## config.mk

```make
export PLATFORM = sky130hd
export DESIGN_NAME = vector_issue_queue_select_unit
export DESIGN_NICKNAME = d
export VERILOG_FILES = /design/src/hdl/viqs_pkg.sv /design/src/hdl/viqs_ram.sv /design/src/hdl/vector_issue_queue_select_unit.sv
export SDC_FILE = /design/constraint.sdc
export NUM_CORES = 2
export LEC_CHECK = 0
export ABC_AREA = 1
export ABC_CLOCK_PERIOD_IN_PS = 8700
export BUFFER_PORTS_ARGS = -buffer_cell sky130_fd_sc_hd__buf_2
export CAP_MARGIN = 40
export CORE_UTILIZATION = 50
export DETAILED_ROUTE_END_ITERATION = 10
export HOLD_SLACK_MARGIN = 0.03
export MAX_ROUTING_LAYER = met4
export PLACE_DENSITY = 0.69
export SYNTH_ARGS = -nofsm -noshare
export SYNTH_HDL_FRONTEND = slang
export SYNTH_SLANG_ARGS = --single-unit
```

## constraint.sdc

```tcl
create_clock -name clock -period 8.7 [get_ports clock]
set_input_delay 0.435 -clock clock [delete_from_list [all_inputs] [get_ports clock]]
set_output_delay 0.435 -clock clock [all_outputs]
set_load 0.005 [all_outputs]
```

## src/hdl/viqs_pkg.sv

```systemverilog
// Package with the types and constants of the vector issue queue select unit.
`default_nettype none
package viqs_pkg;

   localparam int ARITH_DEPTH = 16;
   localparam int MEM_DEPTH   = 16;
   localparam int NUM_PREGS   = 64;
   localparam int AIDX_W      = $clog2(ARITH_DEPTH);
   localparam int MIDX_W      = $clog2(MEM_DEPTH);
   localparam int ACNT_W      = $clog2(ARITH_DEPTH + 1);
   localparam int MCNT_W      = $clog2(MEM_DEPTH + 1);
   localparam int PREG_W      = 6;
   localparam int CSR_IDX_W   = 2;
   localparam int CSR_DATA_W  = 5;

   localparam logic [CSR_IDX_W-1:0] CSR_OOO_ENABLE = 2'd0;
   localparam logic [CSR_IDX_W-1:0] CSR_ARITH_LIMIT = 2'd1;
   localparam logic [CSR_IDX_W-1:0] CSR_MEM_LIMIT  = 2'd2;

   typedef enum logic [2:0] {
      OP_TICK       = 3'd0,
      OP_PUSH_ARITH = 3'd1,
      OP_PUSH_MEM   = 3'd2,
      OP_MARK_READY = 3'd3,
      OP_MARK_BUSY  = 3'd4
   } op_type;

   typedef enum logic [2:0] {
      ST_IDLE,
      ST_ASCAN,
      ST_AMOVE,
      ST_MSCAN,
      ST_MMOVE,
      ST_DONE
   } state_type;

   typedef struct packed {
      logic [2:0]        op;
      logic [7:0]        tag;
      logic [PREG_W-1:0] preg_first;
      logic [PREG_W-1:0] preg_second;
      logic [PREG_W-1:0] preg_third;
      logic [PREG_W-1:0] preg_mask;
      logic              is_masked;
      logic              scalar_first;
      logic [1:0]        vector_sources;
      logic              is_store;
      logic              is_indexed;
      logic [1:0]        units_free;
   } req_type;

   typedef struct packed {
      logic       arith_issued;
      logic [7:0] arith_tag_out;
      logic       mem_issued;
      logic [7:0] mem_tag_out;
      logic       arith_full;
      logic       mem_full;
      logic       push_dropped;
   } rsp_type;

   typedef struct packed {
      logic [7:0]        tag;
      logic [PREG_W-1:0] first;
      logic [PREG_W-1:0] second;
      logic [PREG_W-1:0] third;
      logic [PREG_W-1:0] maskreg;
      logic              masked;
      logic              scalar;
      logic [1:0]        nsrc;
   } aent_type;

   typedef struct packed {
      logic [7:0]        tag;
      logic [PREG_W-1:0] second;
      logic [PREG_W-1:0] third;
      logic              store;
      logic              indexed;
   } ment_type;

endpackage
`default_nettype wire

```

## src/hdl/viqs_ram.sv

```systemverilog
// Generic single-port-write, single-read RAM with a registered read.
`default_nettype none
module viqs_ram #(
   parameter int WIDTH = 8,
   parameter int DEPTH = 16
) (
   input  wire logic                     clock,
   input  wire logic                     wr_en,
   input  wire logic [$clog2(DEPTH)-1:0] wr_addr,
   input  wire logic [WIDTH-1:0]         wr_data,
   input  wire logic [$clog2(DEPTH)-1:0] rd_addr,
   output logic      [WIDTH-1:0]         rd_data
);
   logic [WIDTH-1:0] mem_ff [DEPTH];

   always_ff @(posedge clock) begin
      if (wr_en) begin
         mem_ff[wr_addr] <= wr_data;
      end
      rd_data <= mem_ff[rd_addr];
   end
endmodule
`default_nettype wire

```

## src/hdl/vector_issue_queue_select_unit.sv

```systemverilog
// Top level: two issue queues in RAM with an oldest-ready select sequencer.
// Timing: a push or mark item holds busy for one cycle, in the done state that is
// registered on acceptance; its result strobe is registered from that state. A tick
// reads each entry checked and each entry moved down when closing the gap, first in
// the arith queue, then in the mem queue, before the done state. One transaction is
// in flight at a time; the receiver cannot stall. Synchronous reset empties both
// queues, marks every register ready and restores the configuration reset values.
`default_nettype none
module vector_issue_queue_select_unit (
   input  wire logic                                 clock,
   input  wire logic                                 reset,
   input  wire logic                                 start,
   output logic                                      busy,
   input  wire viqs_pkg::req_type                    req_data,
   output logic                                      rsp_valid,
   output viqs_pkg::rsp_type                         rsp_data,
   input  wire logic                                 csr_wr_en,
   input  wire logic [viqs_pkg::CSR_IDX_W-1:0]       csr_index,
   input  wire logic [viqs_pkg::CSR_DATA_W-1:0]      csr_wr_data
);
   import viqs_pkg::*;

   state_type state_ff, state_in;
   req_type   req_ff, req_in;
   rsp_type   rsp_ff, rsp_in;
   logic      rsp_valid_ff, rsp_valid_in;
   logic [ACNT_W-1:0] acount_ff, acount_in;
   logic [MCNT_W-1:0] mcount_ff, mcount_in;
   logic [NUM_PREGS-1:0] ready_ff, ready_in;
   logic      ooo_ff;
   logic [CSR_DATA_W-1:0] alimit_ff, mlimit_ff;
   // Scan position; 7 bits against a 4-bit index, so the move loop can reach count.
   logic [6:0] pos_ff, pos_in;
   logic       rd_wait_ff, rd_wait_in;

   logic [AIDX_W-1:0] a_wr_addr, a_rd_addr;
   logic [MIDX_W-1:0] m_wr_addr, m_rd_addr;
   logic a_wr_en, m_wr_en;
   aent_type a_wr_data, a_rd_data;
   ment_type m_wr_data, m_rd_data;

   viqs_ram #(.WIDTH($bits(aent_type)), .DEPTH(ARITH_DEPTH)) u_aram (
      .clock(clock), .wr_en(a_wr_en), .wr_addr(a_wr_addr), .wr_data(a_wr_data),
      .rd_addr(a_rd_addr), .rd_data(a_rd_data));
   viqs_ram #(.WIDTH($bits(ment_type)), .DEPTH(MEM_DEPTH)) u_mram (
      .clock(clock), .wr_en(m_wr_en), .wr_addr(m_wr_addr), .wr_data(m_wr_data),
      .rd_addr(m_rd_addr), .rd_data(m_rd_data));

   function automatic logic rdy(input logic [NUM_PREGS-1:0] tbl,
                                input logic [PREG_W-1:0] r);
      if (int'(r) >= NUM_PREGS) return 1'b1;
      return tbl[r];
   endfunction

   logic a_full, m_full, a_full_n, m_full_n;
   logic a_ok, m_ok, m_stop;
   logic [6:0] a_limit_n, m_limit_n;

   always_comb begin
      a_full = ({2'b0, acount_ff} >= {2'b0, alimit_ff})
               || (int'(acount_ff) >= ARITH_DEPTH);
      m_full = ({2'b0, mcount_ff} >= {2'b0, mlimit_ff})
               || (int'(mcount_ff) >= MEM_DEPTH);
      a_full_n = ({2'b0, acount_in} >= {2'b0, alimit_ff})
               || (int'(acount_in) >= ARITH_DEPTH);
      m_full_n = ({2'b0, mcount_in} >= {2'b0, mlimit_ff})
               || (int'(mcount_in) >= MEM_DEPTH);
      a_limit_n = ooo_ff ? 7'(acount_ff) : 7'd1;
      m_limit_n = ooo_ff ? 7'(mcount_ff) : 7'd1;
      a_ok = !(a_rd_data.masked && !rdy(ready_ff, a_rd_data.maskreg))
          && !(a_rd_data.nsrc >= 2'd2 && !a_rd_data.scalar
               && !rdy(ready_ff, a_rd_data.first))
          && !(a_rd_data.nsrc >= 2'd1 && !rdy(ready_ff, a_rd_data.second))
          && !(a_rd_data.nsrc == 2'd3 && !rdy(ready_ff, a_rd_data.third));
      m_ok = (!m_rd_data.store || rdy(ready_ff, m_rd_data.third))
          && (!m_rd_data.indexed || rdy(ready_ff, m_rd_data.second));
      m_stop = (pos_ff != 7'd0) && (m_rd_data.store || m_rd_data.indexed);
   end

   always_comb begin
      state_in = state_ff;
      req_in = req_ff;
      rsp_in = rsp_ff;
      rsp_valid_in = 1'b0;
      acount_in = acount_ff;
      mcount_in = mcount_ff;
      ready_in = ready_ff;
      pos_in = pos_ff;
      rd_wait_in = 1'b0;
      a_wr_en = 1'b0;
      m_wr_en = 1'b0;
      a_wr_addr = AIDX_W'(acount_ff);
      m_wr_addr = MIDX_W'(mcount_ff);
      a_wr_data = '{tag: req_ff.tag, first: req_ff.preg_first,
                    second: req_ff.preg_second, third: req_ff.preg_third,
                    maskreg: req_ff.preg_mask, masked: req_ff.is_masked,
                    scalar: req_ff.scalar_first, nsrc: req_ff.vector_sources};
      m_wr_data = '{tag: req_ff.tag, second: req_ff.preg_second,
                    third: req_ff.preg_third, store: req_ff.is_store,
                    indexed: req_ff.is_indexed};
      a_rd_addr = AIDX_W'(pos_ff);
      m_rd_addr = MIDX_W'(pos_ff);
      case (state_ff)
         ST_IDLE: begin
            if (start) begin
               req_in = req_data;
               rsp_in = '0;
               pos_in = '0;
               rd_wait_in = 1'b1;
               a_rd_addr = '0;
               m_rd_addr = '0;
               case (req_data.op)
                  OP_TICK: state_in = ST_ASCAN;
                  default: state_in = ST_DONE;
               endcase
            end
         end
         ST_ASCAN: begin
            // Read data is valid in the cycle after the address was set.
            if (!(acount_ff != '0 && req_ff.units_free[0])
                || pos_ff >= a_limit_n) begin
               state_in = ST_MSCAN;
               pos_in = '0;
               rd_wait_in = 1'b1;
               m_rd_addr = '0;
            end else if (rd_wait_ff) begin
               a_rd_addr = AIDX_W'(pos_ff);
            end else if (a_ok) begin
               rsp_in.arith_issued = 1'b1;
               rsp_in.arith_tag_out = a_rd_data.tag;
               pos_in = pos_ff + 7'd1;
               a_rd_addr = AIDX_W'(pos_ff + 7'd1);
               rd_wait_in = 1'b1;
               state_in = ST_AMOVE;
            end else begin
               pos_in = pos_ff + 7'd1;
               a_rd_addr = AIDX_W'(pos_ff + 7'd1);
               rd_wait_in = 1'b1;
            end
         end
         ST_AMOVE: begin
            // Copy entry pos down to pos-1 until the young end is reached.
            if (pos_ff >= 7'(acount_ff)) begin
               acount_in = acount_ff - 1'b1;
               state_in = ST_MSCAN;
               pos_in = '0;
               rd_wait_in = 1'b1;
               m_rd_addr = '0;
            end else if (rd_wait_ff) begin
               a_rd_addr = AIDX_W'(pos_ff);
            end else begin
               a_wr_en = 1'b1;
               a_wr_addr = AIDX_W'(pos_ff - 7'd1);
               a_wr_data = a_rd_data;
               pos_in = pos_ff + 7'd1;
               a_rd_addr = AIDX_W'(pos_ff + 7'd1);
               rd_wait_in = 1'b1;
            end
         end
         ST_MSCAN: begin
            if (!(mcount_ff != '0 && req_ff.units_free[1])
                || pos_ff >= m_limit_n) begin
               state_in = ST_DONE;
            end else if (rd_wait_ff) begin
               m_rd_addr = MIDX_W'(pos_ff);
            end else if (m_stop) begin
               state_in = ST_DONE;
            end else if (m_ok) begin
               rsp_in.mem_issued = 1'b1;
               rsp_in.mem_tag_out = m_rd_data.tag;
               pos_in = pos_ff + 7'd1;
               m_rd_addr = MIDX_W'(pos_ff + 7'd1);
               rd_wait_in = 1'b1;
               state_in = ST_MMOVE;
            end else begin
               pos_in = pos_ff + 7'd1;
               m_rd_addr = MIDX_W'(pos_ff + 7'd1);
               rd_wait_in = 1'b1;
            end
         end
         ST_MMOVE: begin
            if (pos_ff >= 7'(mcount_ff)) begin
               mcount_in = mcount_ff - 1'b1;
               state_in = ST_DONE;
            end else if (rd_wait_ff) begin
               m_rd_addr = MIDX_W'(pos_ff);
            end else begin
               m_wr_en = 1'b1;
               m_wr_addr = MIDX_W'(pos_ff - 7'd1);
               m_wr_data = m_rd_data;
               pos_in = pos_ff + 7'd1;
               m_rd_addr = MIDX_W'(pos_ff + 7'd1);
               rd_wait_in = 1'b1;
            end
         end
         ST_DONE: begin
            case (req_ff.op)
               OP_PUSH_ARITH: begin
                  if (a_full) rsp_in.push_dropped = 1'b1;
                  else begin
                     a_wr_en = 1'b1;
                     acount_in = acount_ff + 1'b1;
                  end
               end
               OP_PUSH_MEM: begin
                  if (m_full) rsp_in.push_dropped = 1'b1;
                  else begin
                     m_wr_en = 1'b1;
                     mcount_in = mcount_ff + 1'b1;
                  end
               end
               OP_MARK_READY, OP_MARK_BUSY: begin
                  if (int'(req_ff.preg_first) < NUM_PREGS) begin
                     ready_in[req_ff.preg_first] = (req_ff.op == OP_MARK_READY);
                  end
               end
               default: ;
            endcase
            rsp_in.arith_full = a_full_n;
            rsp_in.mem_full = m_full_n;
            rsp_valid_in = 1'b1;
            state_in = ST_IDLE;
         end
         default: state_in = ST_IDLE;
      endcase
   end

   always_ff @(posedge clock) begin
      if (reset) begin
         state_ff <= ST_IDLE;
         rsp_valid_ff <= 1'b0;
         acount_ff <= '0;
         mcount_ff <= '0;
         ready_ff <= '1;
         ooo_ff <= 1'b1;
         alimit_ff <= CSR_DATA_W'(16);
         mlimit_ff <= CSR_DATA_W'(16);
         pos_ff <= '0;
         rd_wait_ff <= 1'b0;
      end else begin
         state_ff <= state_in;
         rsp_valid_ff <= rsp_valid_in;
         acount_ff <= acount_in;
         mcount_ff <= mcount_in;
         ready_ff <= ready_in;
         pos_ff <= pos_in;
         rd_wait_ff <= rd_wait_in;
         if (csr_wr_en) begin
            case (csr_index)
               CSR_OOO_ENABLE:  ooo_ff <= csr_wr_data[0];
               CSR_ARITH_LIMIT: alimit_ff <= csr_wr_data;
               CSR_MEM_LIMIT:   mlimit_ff <= csr_wr_data;
               default: ;
            endcase
         end
      end
      req_ff <= req_in;
      rsp_ff <= rsp_in;
   end

   assign busy = (state_ff != ST_IDLE);
   assign rsp_valid = rsp_valid_ff;
   assign rsp_data = rsp_ff;

   a_count_bound: assert property (@(posedge clock) disable iff (reset)
      int'(acount_ff) <= ARITH_DEPTH && int'(mcount_ff) <= MEM_DEPTH)
      else $error("queue count beyond depth");
   a_one_rsp: assert property (@(posedge clock) disable iff (reset)
      rsp_valid_in |-> state_ff == ST_DONE)
      else $error("response outside done state");
   a_issue_shrinks: assert property (@(posedge clock) disable iff (reset)
      (state_ff == ST_AMOVE && pos_ff >= 7'(acount_ff)) |=>
      acount_ff == $past(acount_ff) - 1'b1)
      else $error("arith issue did not remove an entry");
endmodule
`default_nettype wire
```

==> flow_summary.yaml <==
global_routing:
  grt_start_max_net_pins: 202
  grt_pass1_vias: 40100
  antenna_found_initial: 1
  grt_first_pass_wirelength_um: 243000
  track_usage_pct: 29.4
  overflow: 0
timing:
  max_freq_mhz: 183
  setup_viol: 0
  fin_crit_sh_pct: 62.7
  rsz0062_at_grt: "false"
  worstMarginPinSlew_ns: 1.20
  slew_headroom_pct: 20.3
  fin_tns_setup_ns: 0
  report.final.hold_viol_count: 0
  finalMaxSlewViolations: 0
  skew_ns: 0.0343
  fin_crit_ns: 5.46
die:
  fp.coreArea_um2: 109000
  start_util_pct: 50.4
  rows: 121
  dieArea_um2: 111000
  ios: 77
  die_w_um: 333
  fp.dieH_um: 333
pwr:
  p_leak_uw: 0.0260
  seqPwrFrac_pct: 37.9
  irDropWorstVdd_uv: 210
  pwr-share-comb_pct: 34.5
  p_sw_share_pct: 37.5
  p_sw_uw: 7070
  cellPowerDensity_nw_per_um2: 306
  clockPowerShare_pct: 27.6
  power.internal_uw: 11800
detailed_routing:
  drtIter0Drc: 5347
  drc_errors: 0
  dr_total_vias: 43300
  via_per_inst: 5.84
  wl_per_cell_um: 21.8
  first_pass_iters: 8
  ant_nets: 0
  drt_wl_total_um: 161000
yosys:
  synth_area_leaders: "edfxtp_1 (54%), nand3_1 (11%), nand2_1 (9.2%)"
  ys_seq_area_share_pct: 59.9
  avgSynthCellArea_um2: 9.32
  netlist.area_leader.share_pct: 54.3
  synth_seq_cells: 1147
  syn_nets: 5991
  synth_cell_type_count: 50
  synth_area_leader_cell: "edfxtp_1"
  async_flop_share_pct: 0
  synth_edf_count: 992
  yosysWarnings: 0
  syn_area_um2: 54900
  synthCells: 5890
  ys.flop_type: "edfxtp_1"
critical_path:
  path_max_fanout: 201
  arrival_ns: 6.12
  crit_required_ns: 9.36
  worstSetupStartpointType: "flip-flop"
  crit_type: "reg2reg"
  r2r_end: "u_aram.rd_data[15]"
  r2r_slack_ns: 3.24
  crit-reg2reg-launch: "pos_ff[0]"
  r2r_cells: 17
  crit_start: "pos_ff[0]"
  crit_path_end_kind: "flip-flop"
worst_hold_path:
  min_to: "alimit_ff[2]"
  holdPathStages: 3
  min_from: "csr_wr_data[2]"
  hold_class: "in2reg"
clock_tree:
  root_buffer: "clkbuf_16"
  clock_path_buffers: 3
  clkTransAtPathRegs_ns: 0.07
  cts.sinks: 1147
  cts_tree: "built"
  clk_latency_ns: 0.72
  htree_levels: 3
  post-cts-setup-buffers: 0
  cts_made_buffers: 115
outcome:
  status: "completed"
placement:
  dp_hpwl_um: 86900
  place_area_um2: 57100
  dpl.cell_count: 7143
  io_buffers: 76
  gp_congestion: 0.974
finish:
  instances_no_fill: 7411
  drive_gt1_share_pct: 8.09
  final_nets: 5995
  nFillCells: 9218
  syn2layout_area_growth_pct: 12.1
  diodes: 0
  final_area_um2: 61600
run:
  maxCapViolCount: 0
## worst max-delay path: stages (launching register included)
cell	delay, ns
dfxtp_1	0.77
inv_1	0.39
ha_1	0.38
nand2_1	0.06
nor2_1	0.04
nand2_1	0.07
nand4_2	0.22
o211ai_1	0.35
buf_12	0.55
nand3_4	0.79
buf_12	0.44
buf_4	0.32
buf_12	0.28
nand2_1	0.09
nand3_1	0.08
nand3_1	0.11
nand3_1	0.09
nand2_1	0.10
## cells in the mapped netlist (6+ instances only)
master and instances:
nand2_1 1348, nand3_1 1181, edfxtp_1 992, inv_1 861
nand4_1 301, clkbuf_1 210, o21ai_0 157, dfxtp_1 155
nor2_1 124, buf_2 123, nand3b_1 117, o311ai_0 64
ha_1 47, a21oi_1 45, buf_1 42, nor3_1 24
inv_2 11, buf_4 10, o211ai_1 9, clkinv_1 6
xor2_1 6
## timing repair
| item | CTS | global route |
|---|---|---|
| gates resized for setup | 0 | 0 |
| hold buffers | 48 | 0 |
| endpoints found under the hold margin | 48 | 0 |
## power by group through the flow
stage | Sequential, uW | Combinational (uW) | Clock [uW]
6_report | 7140 | 6510 | 5200
5_1_grt | 7160 | 7240 | 5450
4_1_cts | 7120 | 6420 | 5250
3_5_place_dp | 7230 | 6370 | 0
3_3_place_gp | 7240 | 6140 | 0
2_1_floorplan | 6950 | 4700 | 0
## sequential cells by signal, indices dropped and copies added (netlist names)
register,cells
rd_wait_ff,1
ready_ff,64
ooo_ff,1
u_mram.mem_ff,352
mcount_ff,5
u_aram.rd_data,36
state_ff,3
acount_ff,5
u_mram.rd_data,22
pos_ff,7
alimit_ff,5
u_aram.mem_ff,576
req_ff,43
mlimit_ff,5
rsp_data,21
rsp_valid,1
## worst max-delay path by stage
stage                                     end  slack [ns]  cells after the start
after floorplan           u_aram.mem_ff[4][0]        4.48                     14
after global placement     u_aram.rd_data[28]        3.06                     15
after detailed placement   u_aram.rd_data[15]        3.29                     17
after CTS                  u_aram.rd_data[15]        3.28                     17
after global routing       u_aram.rd_data[14]        2.93                     17
final                      u_aram.rd_data[15]        3.24                     17
## cell usage in the layout, fill, tap and decap left out, drive strengths merged, types with 2 or more instances in the layout
| master | count |
|---|---|
| clkbuf | 149 |
| nand3 | 1185 |
| dfxtp | 155 |
| o211ai | 9 |
| nand2 | 1352 |
| ha | 47 |
| o21ai | 158 |
| o311ai | 64 |
| nand3b | 117 |
| o31ai | 5 |
| a31oi | 5 |
| xor2 | 6 |
| nor4 | 2 |
| dlygate4sd3 | 48 |
| buf | 224 |
| nor2 | 128 |
| o21a | 2 |
| o21bai | 2 |
| clkinv | 55 |
| nand4 | 302 |
| nor3 | 24 |
| edfxtp | 992 |
| bufinv | 15 |
| and2 | 3 |
| clkinvlp | 4 |
| a21o | 2 |
| inv | 876 |
| nor3b | 4 |
| a21oi | 45 |
| o22ai | 5 |
| a211oi | 4 |
## per-stage QoR
stage / utilization, % / power (uW) / worst slack (ns) / hold WS [ns]
CTS: 56.5 / 18800 / 3.28 / 0.0348
global placement: 52.1 / 13400 / 3.06 / 0.491
finish: 56.5 / 18800 / 3.24 / 0.0804
floorplan: - / 11600 / 4.48 / 0.440
detailed placement: 52.4 / 13600 / 3.29 / 0.499
global route: 56.5 / 19800 / 2.93 / 0.0874
## per-layer routing
metal	vias to the layer above	GRT usage (%)	share of wire (%)
met5	-	-	0
met1	20500	39.8	41
met4	0	11.5	4.1
met2	2331	44.3	45
li1	20100	-	-
met3	439	4.91	10
## kinds of logic after synthesis
family / share of synthesized area (%)
AND/OR/NAND/NOR: 26.4
buffers and inverters: 9.00
flip-flops: 59.9
AO/OA/AOI/OAI: 3.47
adder cells (fa/ha/maj): 1.07
XOR/XNOR: 0.112
## final cells by class
type / count / area [um^2] / share of cell area [%]
inverter: 879 / 3300 / 5.37
sequential: 1147 / 32900 / 53.4
tap: 1414 / 1770 / 2.87
clock inverter: 71 / 791 / 1.28
timing repair buffer: 272 / 2240 / 3.65
clock buffer: 149 / 3200 / 5.20
multi-input combinational: 3479 / 17400 / 28.2
Note: power is estimated with default switching activity, not from simulation.
